--- config.mk ---
export PLATFORM = sky130hd
export DESIGN_NAME = primitive_index_assembler_flat
export DESIGN_NICKNAME = d
export VERILOG_FILES = /design/src/rtl/core/pia_pkg.sv /design/src/rtl/core/pia_if.sv /design/src/rtl/core/primitive_index_assembler.sv /design/src/rtl/core/pia_queue.sv /design/src/rtl/core/pia_front.sv /design/src/rtl/core/pia_back.sv /design/src/flat_wrapper.sv
export VERILOG_INCLUDE_DIRS = /design/src /design/src/rtl/core
export SDC_FILE = /design/constraint.sdc
export NUM_CORES = 1
export LEC_CHECK = 0
export BUFFER_PORTS_ARGS = -buffer_cell sky130_fd_sc_hd__buf_2
export CAP_MARGIN = 20
export CORE_UTILIZATION = 50
export CTS_CLUSTER_DIAMETER = 50
export DETAILED_ROUTE_END_ITERATION = 8
export PLACE_DENSITY = 0.66
export SLEW_MARGIN = 20
export SYNTH_ARGS = -nofsm -noshare
export SYNTH_HDL_FRONTEND = slang
export SYNTH_SLANG_ARGS = --single-unit
--- constraint.sdc ---
create_clock -name clk -period 9.15 [get_ports clk]
set_input_delay 0.915 -clock clk [delete_from_list [all_inputs] [get_ports clk]]
set_output_delay 0.915 -clock clk [all_outputs]
set_load 0.005 [all_outputs]
--- src/rtl/core/primitive_index_assembler_assert.svh ---
// ----------------------------------------------------------------------------
// Primitive index assembler assertion macros
// Implication checks clocked on clk and disabled while arst_n is low.
// ----------------------------------------------------------------------------
`ifndef PRIMITIVE_INDEX_ASSEMBLER_ASSERT_SVH
`define PRIMITIVE_INDEX_ASSEMBLER_ASSERT_SVH

// same-cycle implication
`define PIA_ASSERT_IMP(label, ante, cons) \
	label: assert property (@(posedge clk) disable iff (!arst_n) (ante) |-> (cons)) \
		else $error("primitive_index_assembler: same-cycle check failed");

// next-cycle implication
`define PIA_ASSERT_NXT(label, ante, cons) \
	label: assert property (@(posedge clk) disable iff (!arst_n) (ante) |=> (cons)) \
		else $error("primitive_index_assembler: next-cycle check failed");

`endif

--- src/rtl/core/pia_pkg.sv ---
// ----------------------------------------------------------------------------
// Primitive index assembler package
// Shared widths, mode and kind codes, queue entry type and emit patterns.
// ----------------------------------------------------------------------------
`default_nettype none

package pia_pkg;

	localparam int INDEX_WIDTH = 32;
	localparam int IDX_FIELD_W = 32;
	localparam int CFG_IDX_W   = 2;
	localparam int CFG_DATA_W  = 3;
	localparam int QUEUE_DEPTH = 2;
	localparam int QPTR_W      = (QUEUE_DEPTH > 1) ? $clog2(QUEUE_DEPTH) : 1;
	localparam int QCNT_W      = $clog2(QUEUE_DEPTH + 1);
	localparam int STEP_W      = 3;
	localparam int LEN_W       = 4;

	localparam logic [CFG_IDX_W-1:0] REG_PRIM_MODE = 2'd0;
	localparam logic [CFG_IDX_W-1:0] REG_WIREFRAME = 2'd1;

	typedef enum logic [2:0] {
		MODE_TRIS,
		MODE_QUADS,
		MODE_STRIP,
		MODE_FAN,
		MODE_POLYGON,
		MODE_LINES,
		MODE_POINTS,
		MODE_PASS
	} mode_t;

	typedef enum logic [1:0] {
		KIND_TRIS,
		KIND_LINES,
		KIND_POINTS
	} kind_t;

	localparam logic [1:0] KIND_UNUSED = 2'd3;

	typedef enum logic [2:0] {
		PAT_ONE,
		PAT_TRI,
		PAT_TRI_WIRE,
		PAT_QUAD,
		PAT_QUAD_WIRE
	} pat_t;

	typedef struct packed {
		logic [3:0][INDEX_WIDTH-1:0] idx;
		pat_t                        pat;
		kind_t                       kind;
	} pia_job_t;

	typedef struct packed {
		logic              full;
		logic              empty;
		logic [QCNT_W-1:0] count;
	} pia_q_status_t;

	localparam logic [0:7][1:0] SEL_TRI       = {2'd0, 2'd1, 2'd2, 2'd0, 2'd0, 2'd0, 2'd0, 2'd0};
	localparam logic [0:7][1:0] SEL_TRI_WIRE  = {2'd0, 2'd1, 2'd1, 2'd2, 2'd2, 2'd0, 2'd0, 2'd0};
	localparam logic [0:7][1:0] SEL_QUAD      = {2'd0, 2'd1, 2'd2, 2'd0, 2'd2, 2'd3, 2'd0, 2'd0};
	localparam logic [0:7][1:0] SEL_QUAD_WIRE = {2'd0, 2'd1, 2'd1, 2'd2, 2'd2, 2'd3, 2'd3, 2'd0};

	function automatic logic [LEN_W-1:0] pat_len(pat_t p);
		logic [LEN_W-1:0] n;
		unique case (p)
			PAT_ONE:       n = 4'd1;
			PAT_TRI:       n = 4'd3;
			PAT_TRI_WIRE:  n = 4'd6;
			PAT_QUAD:      n = 4'd6;
			PAT_QUAD_WIRE: n = 4'd8;
			default:       n = 4'd1;
		endcase
		return n;
	endfunction

	function automatic logic [1:0] pat_sel(pat_t p, logic [STEP_W-1:0] s);
		logic [1:0] r;
		unique case (p)
			PAT_ONE:       r = 2'd0;
			PAT_TRI:       r = SEL_TRI[s];
			PAT_TRI_WIRE:  r = SEL_TRI_WIRE[s];
			PAT_QUAD:      r = SEL_QUAD[s];
			PAT_QUAD_WIRE: r = SEL_QUAD_WIRE[s];
			default:       r = 2'd0;
		endcase
		return r;
	endfunction

endpackage

`default_nettype wire

--- src/rtl/core/pia_if.sv ---
// ----------------------------------------------------------------------------
// Primitive index assembler channels
// Valid/ready channels for configuration, vertex input and index output.
// ----------------------------------------------------------------------------
`default_nettype none

interface pia_cfg_if;
	import pia_pkg::*;
	logic                  valid;
	logic                  ready;
	logic [CFG_IDX_W-1:0]  reg_index;
	logic [CFG_DATA_W-1:0] wdata;
	modport source (output valid, output reg_index, output wdata, input ready);
	modport sink (input valid, input reg_index, input wdata, output ready);
endinterface

interface pia_vtx_if;
	import pia_pkg::*;
	logic                   valid;
	logic                   ready;
	logic [IDX_FIELD_W-1:0] vertex_index;
	logic                   end_of_draw;
	modport source (output valid, output vertex_index, output end_of_draw, input ready);
	modport sink (input valid, input vertex_index, input end_of_draw, output ready);
endinterface

interface pia_idx_if;
	import pia_pkg::*;
	logic                   valid;
	logic                   ready;
	logic [IDX_FIELD_W-1:0] out_index;
	logic [1:0]             draw_kind;
	logic                   last_in_run;
	modport source (output valid, output out_index, output draw_kind, output last_in_run,
		input ready);
	modport sink (input valid, input out_index, input draw_kind, input last_in_run,
		output ready);
endinterface

`default_nettype wire

--- src/rtl/core/primitive_index_assembler.sv ---
// ----------------------------------------------------------------------------
// Primitive index assembler
// Turns a vertex index stream into triangle, edge, line or point index lists.
// ----------------------------------------------------------------------------
//   channel  dir  payload                                   handshake
//   cfg      in   reg_index[1:0], wdata[2:0]                valid/ready
//   vtx      in   vertex_index[31:0], end_of_draw           valid/ready
//   idx      out  out_index[31:0], draw_kind[1:0], last_in_run  valid/ready
//
// A vertex is taken every cycle while the two-entry job queue has room.
// The emit stage gives one index per cycle while idx is ready: 1 per vertex for
// lines, points and passthrough, 3 or 6 per triangle, 6 or 8 per quad, so output
// bandwidth sets the sustained rate. Results pass the queue, job and output regs.
// Reset clears configuration, assembly state, queue, job state and output valid.
// Either side may stall; the queue and the output register absorb it.
// ----------------------------------------------------------------------------
`default_nettype none

`include "primitive_index_assembler_assert.svh"

module primitive_index_assembler (
	input  logic       clk,
	input  logic       arst_n,
	pia_cfg_if.sink    cfg,
	pia_vtx_if.sink    vtx,
	pia_idx_if.source  idx
);
	import pia_pkg::*;

	logic          q_push;
	logic          q_pop;
	pia_job_t      push_job;
	pia_job_t      pop_job;
	pia_q_status_t q_status;

	pia_front u_front (
		.clk      (clk),
		.arst_n   (arst_n),
		.cfg      (cfg),
		.vtx      (vtx),
		.q_status (q_status),
		.push     (q_push),
		.push_job (push_job)
	);

	pia_queue u_queue (
		.clk      (clk),
		.arst_n   (arst_n),
		.push     (q_push),
		.push_job (push_job),
		.pop      (q_pop),
		.pop_job  (pop_job),
		.status   (q_status)
	);

	pia_back u_back (
		.clk      (clk),
		.arst_n   (arst_n),
		.q_status (q_status),
		.q_job    (pop_job),
		.pop      (q_pop),
		.idx      (idx)
	);

	`PIA_ASSERT_IMP(a_full_stall, q_status.full, !vtx.ready)
	`PIA_ASSERT_IMP(a_kind_legal, idx.valid, idx.draw_kind != KIND_UNUSED)
	`PIA_ASSERT_IMP(a_count_bound, 1'b1, q_status.count <= QCNT_W'(QUEUE_DEPTH))
	`PIA_ASSERT_NXT(a_fill, q_push && !q_pop && q_status.count == QCNT_W'(QUEUE_DEPTH - 1), q_status.full)

endmodule

`default_nettype wire

--- src/rtl/core/pia_queue.sv ---
// ----------------------------------------------------------------------------
// Primitive index assembler job queue
// Short register queue between the assembly front and the emit back end.
// ----------------------------------------------------------------------------
`default_nettype none

module pia_queue (
	input  logic                   clk,
	input  logic                   arst_n,
	input  logic                   push,
	input  pia_pkg::pia_job_t      push_job,
	input  logic                   pop,
	output pia_pkg::pia_job_t      pop_job,
	output pia_pkg::pia_q_status_t status
);
	import pia_pkg::*;

	pia_job_t          mem_q [QUEUE_DEPTH];
	logic [QPTR_W-1:0] wr_ptr_q;
	logic [QPTR_W-1:0] rd_ptr_q;
	logic [QCNT_W-1:0] count_q;
	logic              do_push;
	logic              do_pop;

	assign status.full  = (count_q == QCNT_W'(QUEUE_DEPTH));
	assign status.empty = (count_q == '0);
	assign status.count = count_q;
	assign do_push      = push && !status.full;
	assign do_pop       = pop && !status.empty;
	assign pop_job      = mem_q[rd_ptr_q];

	function automatic logic [QPTR_W-1:0] ptr_next(logic [QPTR_W-1:0] p);
		return (p == QPTR_W'(QUEUE_DEPTH - 1)) ? '0 : p + 1'b1;
	endfunction

	always_ff @(posedge clk or negedge arst_n) begin
		if (!arst_n) begin
			wr_ptr_q <= '0;
			rd_ptr_q <= '0;
			count_q  <= '0;
		end else begin
			if (do_push) begin
				wr_ptr_q <= ptr_next(wr_ptr_q);
			end
			if (do_pop) begin
				rd_ptr_q <= ptr_next(rd_ptr_q);
			end
			if (do_push && !do_pop) begin
				count_q <= count_q + 1'b1;
			end else if (do_pop && !do_push) begin
				count_q <= count_q - 1'b1;
			end
		end
	end

	always_ff @(posedge clk) begin
		if (do_push) begin
			mem_q[wr_ptr_q] <= push_job;
		end
	end

endmodule

`default_nettype wire

--- src/rtl/core/pia_front.sv ---
// ----------------------------------------------------------------------------
// Primitive index assembler front end
// Holds configuration and assembly state, turns vertices into emit jobs.
// ----------------------------------------------------------------------------
`default_nettype none

module pia_front (
	input  logic                   clk,
	input  logic                   arst_n,
	pia_cfg_if.sink                cfg,
	pia_vtx_if.sink                vtx,
	input  pia_pkg::pia_q_status_t q_status,
	output logic                   push,
	output pia_pkg::pia_job_t      push_job
);
	import pia_pkg::*;

	mode_t                  mode_q;
	logic                   wire_q;
	logic [INDEX_WIDTH-1:0] held0_q;
	logic [INDEX_WIDTH-1:0] held1_q;
	logic [INDEX_WIDTH-1:0] held2_q;
	logic [INDEX_WIDTH-1:0] fan_first_q;
	logic [1:0]             phase_q;
	logic [1:0]             seen_q;
	logic                   odd_q;

	logic [INDEX_WIDTH-1:0] held0_d;
	logic [INDEX_WIDTH-1:0] held1_d;
	logic [INDEX_WIDTH-1:0] held2_d;
	logic [INDEX_WIDTH-1:0] fan_first_d;
	logic [1:0]             phase_d;
	logic [1:0]             seen_d;
	logic                   odd_d;

	logic                   accept;
	logic                   cfg_wr;
	logic                   emit;
	logic [INDEX_WIDTH-1:0] v;
	kind_t                  fill_kind;

	assign cfg.ready = 1'b1;
	assign vtx.ready = !q_status.full;
	assign accept    = vtx.valid && vtx.ready;
	assign cfg_wr    = cfg.valid && cfg.ready;
	assign v         = vtx.vertex_index[INDEX_WIDTH-1:0];
	assign fill_kind = wire_q ? KIND_LINES : KIND_TRIS;
	assign push      = accept && emit;

	always_comb begin
		held0_d         = held0_q;
		held1_d         = held1_q;
		held2_d         = held2_q;
		fan_first_d     = fan_first_q;
		phase_d         = phase_q;
		seen_d          = seen_q;
		odd_d           = odd_q;
		emit            = 1'b0;
		push_job.idx[0] = v;
		push_job.idx[1] = held1_q;
		push_job.idx[2] = v;
		push_job.idx[3] = v;
		push_job.pat    = PAT_ONE;
		push_job.kind   = fill_kind;
		unique case (mode_q)
			MODE_TRIS: begin
				if (phase_q >= 2'd2) begin
					emit            = 1'b1;
					push_job.idx[0] = held0_q;
					push_job.pat    = wire_q ? PAT_TRI_WIRE : PAT_TRI;
					phase_d         = 2'd0;
				end else begin
					if (phase_q == 2'd0) begin
						held0_d = v;
					end else begin
						held1_d = v;
					end
					phase_d = phase_q + 1'b1;
				end
			end
			MODE_QUADS: begin
				if (phase_q == 2'd3) begin
					emit            = 1'b1;
					push_job.idx[0] = held0_q;
					push_job.idx[2] = held2_q;
					push_job.pat    = wire_q ? PAT_QUAD_WIRE : PAT_QUAD;
					phase_d         = 2'd0;
				end else begin
					unique case (phase_q)
						2'd0:    held0_d = v;
						2'd1:    held1_d = v;
						default: held2_d = v;
					endcase
					phase_d = phase_q + 1'b1;
				end
			end
			MODE_STRIP: begin
				if (seen_q >= 2'd2) begin
					emit            = 1'b1;
					push_job.idx[0] = odd_q ? held1_q : held0_q;
					push_job.idx[1] = odd_q ? held0_q : held1_q;
					push_job.pat    = wire_q ? PAT_TRI_WIRE : PAT_TRI;
					odd_d           = !odd_q;
					held0_d         = held1_q;
					held1_d         = v;
				end else begin
					if (seen_q == 2'd0) begin
						held0_d = v;
					end else begin
						held1_d = v;
					end
					seen_d = seen_q + 1'b1;
				end
			end
			MODE_FAN, MODE_POLYGON: begin
				if (seen_q == 2'd0) begin
					fan_first_d = v;
					seen_d      = 2'd1;
				end else if (seen_q == 2'd1) begin
					held0_d = v;
					seen_d  = 2'd2;
				end else begin
					emit            = 1'b1;
					push_job.idx[0] = fan_first_q;
					push_job.idx[1] = held0_q;
					push_job.pat    = wire_q ? PAT_TRI_WIRE : PAT_TRI;
					held0_d         = v;
				end
			end
			MODE_LINES: begin
				emit          = 1'b1;
				push_job.kind = KIND_LINES;
			end
			MODE_POINTS: begin
				emit          = 1'b1;
				push_job.kind = KIND_POINTS;
			end
			MODE_PASS: begin
				emit = 1'b1;
			end
		endcase
	end

	always_ff @(posedge clk or negedge arst_n) begin
		if (!arst_n) begin
			mode_q      <= MODE_TRIS;
			wire_q      <= 1'b0;
			held0_q     <= '0;
			held1_q     <= '0;
			held2_q     <= '0;
			fan_first_q <= '0;
			phase_q     <= '0;
			seen_q      <= '0;
			odd_q       <= 1'b0;
		end else if (cfg_wr) begin
			if (cfg.reg_index == REG_PRIM_MODE) begin
				mode_q <= mode_t'(cfg.wdata[2:0]);
			end
			if (cfg.reg_index == REG_WIREFRAME) begin
				wire_q <= cfg.wdata[0];
			end
			if (cfg.reg_index == REG_PRIM_MODE || cfg.reg_index == REG_WIREFRAME) begin
				held0_q     <= '0;
				held1_q     <= '0;
				held2_q     <= '0;
				fan_first_q <= '0;
				phase_q     <= '0;
				seen_q      <= '0;
				odd_q       <= 1'b0;
			end
		end else if (accept) begin
			if (vtx.end_of_draw) begin
				held0_q     <= '0;
				held1_q     <= '0;
				held2_q     <= '0;
				fan_first_q <= '0;
				phase_q     <= '0;
				seen_q      <= '0;
				odd_q       <= 1'b0;
			end else begin
				held0_q     <= held0_d;
				held1_q     <= held1_d;
				held2_q     <= held2_d;
				fan_first_q <= fan_first_d;
				phase_q     <= phase_d;
				seen_q      <= seen_d;
				odd_q       <= odd_d;
			end
		end
	end

endmodule

`default_nettype wire

--- src/rtl/core/pia_back.sv ---
// ----------------------------------------------------------------------------
// Primitive index assembler back end
// Walks each job's emit pattern, one index per transfer, into an output register.
// ----------------------------------------------------------------------------
`default_nettype none

module pia_back (
	input  logic                   clk,
	input  logic                   arst_n,
	input  pia_pkg::pia_q_status_t q_status,
	input  pia_pkg::pia_job_t      q_job,
	output logic                   pop,
	pia_idx_if.source              idx
);
	import pia_pkg::*;

	pia_job_t               job_q;
	logic                   job_valid_q;
	logic [STEP_W-1:0]      step_q;
	logic                   out_valid_q;
	logic [IDX_FIELD_W-1:0] out_index_q;
	logic [1:0]             out_kind_q;
	logic                   out_last_q;

	logic                   advance;
	logic                   last_step;
	logic [1:0]             sel;

	assign advance   = job_valid_q && (!out_valid_q || idx.ready);
	assign last_step = ({1'b0, step_q} == (pat_len(job_q.pat) - 1'b1));
	assign pop       = !q_status.empty && (!job_valid_q || (advance && last_step));
	assign sel       = pat_sel(job_q.pat, step_q);

	assign idx.valid       = out_valid_q;
	assign idx.out_index   = out_index_q;
	assign idx.draw_kind   = out_kind_q;
	assign idx.last_in_run = out_last_q;

	always_ff @(posedge clk or negedge arst_n) begin
		if (!arst_n) begin
			job_valid_q <= 1'b0;
			step_q      <= '0;
			out_valid_q <= 1'b0;
		end else begin
			if (pop) begin
				job_valid_q <= 1'b1;
				step_q      <= '0;
			end else if (advance && last_step) begin
				job_valid_q <= 1'b0;
			end else if (advance) begin
				step_q <= step_q + 1'b1;
			end
			if (advance) begin
				out_valid_q <= 1'b1;
			end else if (idx.ready) begin
				out_valid_q <= 1'b0;
			end
		end
	end

	always_ff @(posedge clk) begin
		if (pop) begin
			job_q <= q_job;
		end
		if (advance) begin
			out_index_q <= IDX_FIELD_W'(job_q.idx[sel]);
			out_kind_q  <= job_q.kind;
			out_last_q  <= last_step;
		end
	end

endmodule

`default_nettype wire

--- src/flat_wrapper.sv ---
// flat-port wrapper written by rule: the top's interface ports become plain ports
module primitive_index_assembler_flat import pia_pkg::*;
  (clk, arst_n, cfg_valid, cfg_reg_index, cfg_wdata, cfg_ready, vtx_valid, vtx_vertex_index, vtx_end_of_draw, vtx_ready, idx_valid, idx_out_index, idx_draw_kind, idx_last_in_run, idx_ready);
  pia_cfg_if cfg_i ();
  pia_vtx_if vtx_i ();
  pia_idx_if idx_i ();
  input  logic clk;
  input  logic arst_n;
  input wire logic [$bits(cfg_i.valid)-1:0] cfg_valid;
  input wire logic [$bits(cfg_i.reg_index)-1:0] cfg_reg_index;
  input wire logic [$bits(cfg_i.wdata)-1:0] cfg_wdata;
  output wire logic [$bits(cfg_i.ready)-1:0] cfg_ready;
  input wire logic [$bits(vtx_i.valid)-1:0] vtx_valid;
  input wire logic [$bits(vtx_i.vertex_index)-1:0] vtx_vertex_index;
  input wire logic [$bits(vtx_i.end_of_draw)-1:0] vtx_end_of_draw;
  output wire logic [$bits(vtx_i.ready)-1:0] vtx_ready;
  output wire logic [$bits(idx_i.valid)-1:0] idx_valid;
  output wire logic [$bits(idx_i.out_index)-1:0] idx_out_index;
  output wire logic [$bits(idx_i.draw_kind)-1:0] idx_draw_kind;
  output wire logic [$bits(idx_i.last_in_run)-1:0] idx_last_in_run;
  input wire logic [$bits(idx_i.ready)-1:0] idx_ready;
  assign cfg_i.valid = cfg_valid;
  assign cfg_i.reg_index = cfg_reg_index;
  assign cfg_i.wdata = cfg_wdata;
  assign cfg_ready = cfg_i.ready;
  assign vtx_i.valid = vtx_valid;
  assign vtx_i.vertex_index = vtx_vertex_index;
  assign vtx_i.end_of_draw = vtx_end_of_draw;
  assign vtx_ready = vtx_i.ready;
  assign idx_valid = idx_i.valid;
  assign idx_out_index = idx_i.out_index;
  assign idx_draw_kind = idx_i.draw_kind;
  assign idx_last_in_run = idx_i.last_in_run;
  assign idx_i.ready = idx_ready;
  primitive_index_assembler u_core (.clk(clk), .arst_n(arst_n), .cfg(cfg_i), .vtx(vtx_i), .idx(idx_i));
endmodule
Yosys cells after proc, flatten, opt, wreduce, memory -nomap -nowiden
Memories as Yosys holds them, arrays and structs flattened. A register that Yosys moved wholly into a read port is not among the register bits.
Cells that the tools add are included.
{"block": "word_totals", "mem_bits_ro": 64, "ramBits": 266, "latchBits": 0, "wordCells": 214, "reg_bits": 181, "memories": 5}
{"block": "op_classes", "add_sub_neg": 8, "n_lt_le_gt_ge": 4, "n_shift": 0, "n_reduce_logical": 52, "bitwise_logic": 1, "n_div": 0, "muxes": 96, "multipliers": 0, "eq_ne": 30}
{"memory": "u_core.u_queue.mem_q", "depth": 2, "word_bits": 133, "read_ports": 1, "rd_clocked_by_memory_dff": 1, "wr": 1, "line": "pia_queue.sv:18", "text": "pia_job_t mem_q [QUEUE_DEPTH];"}
{"memory": "(name not given)", "depth": 8, "word_bits": 2, "read_ports": 1, "rd_clocked_by_memory_dff": 0, "wr": 0, "line": "pia_pkg.sv:86", "text": "PAT_QUAD_WIRE: r = SEL_QUAD_WIRE[s];"}
{"memory": "(name not given)", "depth": 8, "word_bits": 2, "read_ports": 1, "rd_clocked_by_memory_dff": 0, "wr": 0, "line": "pia_pkg.sv:85", "text": "PAT_QUAD: r = SEL_QUAD[s];"}
{"memory": "(name not given)", "depth": 8, "word_bits": 2, "read_ports": 1, "rd_clocked_by_memory_dff": 0, "wr": 0, "line": "pia_pkg.sv:84", "text": "PAT_TRI_WIRE: r = SEL_TRI_WIRE[s];"}
{"memory": "(name not given)", "depth": 8, "word_bits": 2, "read_ports": 1, "rd_clocked_by_memory_dff": 0, "wr": 0, "line": "pia_pkg.sv:83", "text": "PAT_TRI: r = SEL_TRI[s];"}
{"cell": "32-bit 2-to-1 mux", "n": 33}
{"cell": "67-bit 2-to-1 mux", "n": 3}
{"cell": "35-bit case mux with 4 select lines", "n": 1}
{"cell": "32-bit case mux with 4 select lines", "n": 1}
{"cell": "32-bit case mux with 3 select lines", "n": 1}
{"cell": "35-bit 2-to-1 mux", "n": 2}
{"cell": "32-bit binary-select mux with 2-bit select", "n": 1}
{"cell": "32-bit case mux with 2 select lines", "n": 1}
{"cell": "2-bit 2-to-1 mux", "n": 23}
{"cell": "1-bit 2-to-1 mux", "n": 20}
{"cell": "4-bit != test (second input constant)", "n": 5}
{"cell": "3-bit == test (second input constant)", "n": 5}
{"cell": "5-bit != test (second input constant)", "n": 3}
{"cell": "3-bit nonzero test", "n": 5}
{"cell": "3-bit by 2-bit == test with 1-bit output (second input constant)", "n": 4}
{"cell": "3-bit 2-to-1 mux", "n": 4}
{"cell": "2-bit case mux with 2 select lines", "n": 3}
{"cell": "4-bit case mux with 3 select lines", "n": 1}
{"cell": "5-bit AND reduction", "n": 2}
{"cell": "2-bit nonzero test", "n": 5}
{"cell": "1-bit logical AND", "n": 9}
{"cell": "2-bit logical NOT", "n": 4}
{"cell": "2-bit case mux with 4 select lines", "n": 1}
{"cell": "4-bit AND reduction", "n": 2}
{"cell": "other kinds (30)", "n": 52}

Logic depth before layout (Yosys ltp)
{"block": "logic_depth", "depth_word": 12, "ltp_mapped": 10}

Hierarchy
From an unflattened synthesis, not the netlist that was laid out.
{"block": "hier_totals", "cells_unflattened": 1491, "hier_area_um2": 24937.7}
{"mod": "pia_queue", "cells_per_inst": 433, "area_each_um2": 10032.1, "n_inst": 1, "seq_area_each_um2": 8087.8}
{"mod": "pia_front", "cells_per_inst": 715, "area_each_um2": 8207.9, "n_inst": 1, "seq_area_each_um2": 3428.3}
{"mod": "pia_back", "cells_per_inst": 343, "area_each_um2": 6697.7, "n_inst": 1, "seq_area_each_um2": 5170.0}

Least setup slack after synthesis
Ideal clock, no wire load.
{"block": "synth_path", "path_type": "register to register", "from": "register u_core.u_front.mode_q[0]", "to": "memory u_core.u_queue.mem_q[0][0] (netlist bit), enable pin", "setup_time_ns": 0.643, "synth_period_minus_slack_ns": 7.997, "t_arrival_ns": 7.354, "setup_slack_ns": 1.153, "path_stages_with_launch": 7, "n_path_buf": 1, "cell_sequence": "dfrtp_1 > buf_2 > or3b_1 > nand2_1 > nand2_1 > a221oi_2 > nor2b_1"}
{"block": "synth_via", "elab_chain_cells": 7, "word_cells_on_any_way": 15, "cone_classes": "7 x eq/ne; 3 x mux; 5 x reduce/logical"}
{"item": "start, declared", "line": "pia_front.sv:18", "text": "mode_t mode_q;"}
{"item": "start signal, assigned", "line": "pia_front.sv:157", "text": "mode_q <= mode_t'(cfg.wdata[2:0]);"}
{"item": "3-bit == test or 3-bit by 2-bit == test with 1-bit output (tied branches)", "line": "pia_front.sv:65", "text": "unique case (mode_q)"}
{"item": "3-bit OR reduction (no line) or 2-bit OR reduction (tied branches)"}
{"item": "1-bit case mux with 5 select lines (*)", "line": "pia_front.sv:65"}
{"item": "1-bit logical AND (*)", "line": "pia_front.sv:48", "text": "assign push = accept && emit;"}
{"item": "1-bit logical AND (*)", "line": "pia_queue.sv:28", "text": "assign do_push = push && !status.full;"}
{"item": "net u_core.u_queue.do_push", "line": "pia_queue.sv:22", "text": "logic do_push;"}
{"item": "1-bit 2-to-1 mux (*)", "line": "pia_queue.sv:57", "text": "if (do_push) begin"}
{"item": "1-bit 2-to-1 mux (not written as such) (*)", "line": "pia_queue.sv:58", "text": "mem_q[wr_ptr_q] <= push_job;"}
{"item": "end, declared", "line": "pia_queue.sv:18"}
The timed path passes the listed nets; every way through them passes the cells marked *.

Worst setup path after layout
{"block": "layout_path", "from": "register u_core.u_front.mode_q[2]", "to": "memory u_core.u_queue.mem_q[0][26] (netlist bit), enable pin"}
The elaborated chain is that of the path after synthesis.

==> qor.csv <==
metric;value;unit
Worst Setup Path Type;reg2reg;
switch share;28.4;%
fin crit share;49.9;%
hold slack final;0.344;ns
VDD IR max;0.151;mV
top-area cell type share of the netlist area;53.9;%
Post-Syn Nets;1605;
CTS Buf Count;59;
multi-input logic area;7030;µm²
DRT iter0 DRCs;1170;
vias in the first global route;13900;
number of detailed-route iterations in the first pass;6;
number of buffers and inverters on the critical path;2;
Core ar.;47700;µm²
share of layout cells above drive strength 1;27.7;%
P_leak;0.00979;µW
CP startpoint kind;flop;
Placement Setup Slack;4.46;ns
Via density;5.89;
TritonCTS Sinks;580;
Reg clk slew, reported paths;0.06;ns
hold_buf cts;0;
CTS max path bufs;3;
initial antenna violation count;0;
Final Wtd Congestion;0.791;
Post-Synthesis Cells;1547;
first-pass GRT wire length;81.0;mm
Clock Latency Late Sink;0.61;ns
Tmin final;4.56;ns
synthesized area;24200;µm²
CP Max Fanout;63;
Worst Max-Slew Pin Slew;1.16;ns
FF-to-FF setup slack;4.59;ns
worst endpoint required time;9.38;ns
post-CTS sizing;0;
# diodes;0;
CP Data Arrival Time;4.79;ns
final hold violations;0;
synth-to-layout area growth;12.2;%
post-synthesis sequential area ratio;69.0;%
CP Capture Type;flop;
Slowest cell on crit path;dfrtp_1;
Worst path top cell family by delay;buffers and inverters;
I/O pins;81;
Nets;1675;
top cells by area, synth;edfxtp_1 54%, dfrtp_1 15%, mux2_2 9.2%;
async set-reset flop share out of synthesis;25.2;%
Critical Path Max Stage Delay;0.86;ns
total gr overflow;0;
RR Startpoint;u_core.u_front.mode_q[2]$_DFFE_PN0P_;
H-tree depth;2;
DPL Wire Length;28.1;mm
register area;16700;µm²
reg-to-reg endpoint;u_core.u_queue.mem_q[0][26]$_DFFE_PP_;
final setup margin;4.59;ns
outcome;complete, no violations;
RSZ-0062 raised after global routing;no;
EDFF count, synth;434;
main flop type after synthesis;edfxtp_1;
Die ar.;49300;µm²
Pwr Density;290;nW/µm²
Rows;80;
Yosys cell types;77;
# Max-Cap Violations;0;
Total Power;7870;µW
Routed Antenna Nets;0;
Post-Route WL;51.9;mm
R2R cell count;7;
Root Buffer;clkbuf_16;
routed vias;13400;
port bufs;79;
leading area contributor after synthesis;edfxtp_1;
clock power share;29.4;%
syn avg cell area;15.6;µm²
drc violations;0;
height of the die;222;µm
maximum clock frequency;0.219;GHz
Synth Warn #;0;
Worst Hold Class;in2async;
Sequential Power Share;48.3;%
Final Slew Violations;0;
CTS tree;built;
gr usage total;21.6;%
number of fill cells;3651;
P_sw;2230;µW
Max Clock Skew;0.0127;ns
DR WL/cell;22.8;µm
largest net degree at the start of global routing;138;
slew margin rel.;21.9;%
setup TNS;0;ns
postcts setup bufs;0;
DIE WIDTH;222;µm
final setup vio count;0;
Initial Util;50.7;%
Power Internal;5630;µW
worst-path cell chain;or3b_1 > nand2_1 > nand2_1 > a221oi_2 > nor2b_4 > buf_4 > buf_4;
Comb pwr share;22.3;%
count of state elements after synthesis;580;
flip-flops by register name, indices dropped and copies added (netlist names), 2 cells and up:
signal	count
u_core.u_front.fan_first_q	32
u_core.u_back.step_q	3
u_core.u_back.job_q	133
u_core.u_back.idx.out_index	32
u_core.u_front.phase_q	2
u_core.u_front.seen_q	2
u_core.u_front.mode_q	3
u_core.u_front.held2_q	32
u_core.u_queue.mem_q	266
u_core.u_back.idx.draw_kind	2
u_core.u_front.held0_q	32
u_core.u_queue.count_q	2
u_core.u_front.held1_q	32
synth_stat cells, types with 9 or more instances:
cell type    n
a21oi_1     34
a222oi_1     9
a22o_1      33
buf_2       33
clkbuf_1    51
dfrtp_1    146
edfxtp_1   434
ha_1        15
inv_1       45
mux2_2     198
mux2i_1     72
mux4_2      31
nand2_1    124
nand3_1     35
nor2_1      17
o21ai_0     92
o22ai_1     20
o2bb2ai_1   32
worst max-delay path by stage:
| stage | start | to | slack (ns) | cells after the start |
|---|---|---|---|---|
| after CTS | u_core.u_front.mode_q[2]$_DFFE_PN0P_ | u_core.u_queue.mem_q[0][33]$_DFFE_PP_ | 4.44 | 7 |
| final | u_core.u_front.mode_q[2]$_DFFE_PN0P_ | u_core.u_queue.mem_q[0][26]$_DFFE_PP_ | 4.59 | 7 |
| after global placement | u_core.u_front.mode_q[2]$_DFFE_PN0P_ | u_core.u_queue.mem_q[0][39]$_DFFE_PP_ | 4.58 | 7 |
| after floorplan | u_core.u_front.mode_q[0]$_DFFE_PN0P_ | u_core.u_queue.mem_q[0][0]$_DFFE_PP_ | 1.15 | 6 |
| after global routing | u_core.u_front.mode_q[2]$_DFFE_PN0P_ | u_core.u_queue.mem_q[0][39]$_DFFE_PP_ | 4.22 | 7 |
| after detailed placement | u_core.u_front.mode_q[2]$_DFFE_PN0P_ | u_core.u_queue.mem_q[0][39]$_DFFE_PP_ | 4.46 | 7 |
layout by cell type (no fill, tap or decap), types with 34 or more instances in the layout:
cell and count:
mux2_2 198, buf_2 78, inv_1 45, nand2_1 124, o21ai_0 92, nand3_1 34, clkbuf_16 59, edfxtp_1 434
mux2i_1 72, dfrtp_1 144
routing by layer:
metal  global-route usage (%)  vias up  share of wire, %
li1                         -     6071                 -
met1                     29.4     6884                44
met2                     35.6      389                49
met3                     3.34       97               5.4
met4                     7.17        0               2.4
met5                        0        -                 0
cell type report:
type / count / area share [%]
timing repair buffer: 105 / 2.26
clock buffer: 83 / 6.18
inverter: 45 / 0.622
sequential: 580 / 61.5
tap: 615 / 2.83
multi-input combinational: 826 / 25.9
clock inverter: 27 / 0.733
per-stage QoR:
stage                     utilization, %  instance area [µm²]  std cells
after floorplan                        -                24200       1547
after global placement              52.9                25300       2170
after detailed placement            52.9                25300       2171
after CTS                           56.8                27100       2281
after global routing                56.9                27100       2281
final                               56.9                27100       2281
power groups by stage:
| stage | clock network (µW) | registers, µW | logic, µW |
|---|---|---|---|
| after floorplan | 0 | 3800 | 1250 |
| after global placement | 0 | 3830 | 1760 |
| after global routing | 2460 | 3850 | 1910 |
| after detailed placement | 0 | 3850 | 1780 |
| final | 2310 | 3800 | 1750 |
| after CTS | 2360 | 3800 | 1790 |
cells by family (layout without fill, tap and decap cells):
family                     count (synthesis)  after routing  synth area share, %
and+or+nand+nor                          236            236                 4.69
buffers and inverters                    141            260                 2.56
other                                      1              1               0.0155
AOI/OAI and AO/OA                        263            263                 7.42
muxes                                    306            306                 15.4
xor gates and xnor gates                   5              5                0.181
DFF                                      580            580                 69.0
adders and majority gates                 15             15                0.776
No activity file was read; power rests on OpenSTA's default activity.
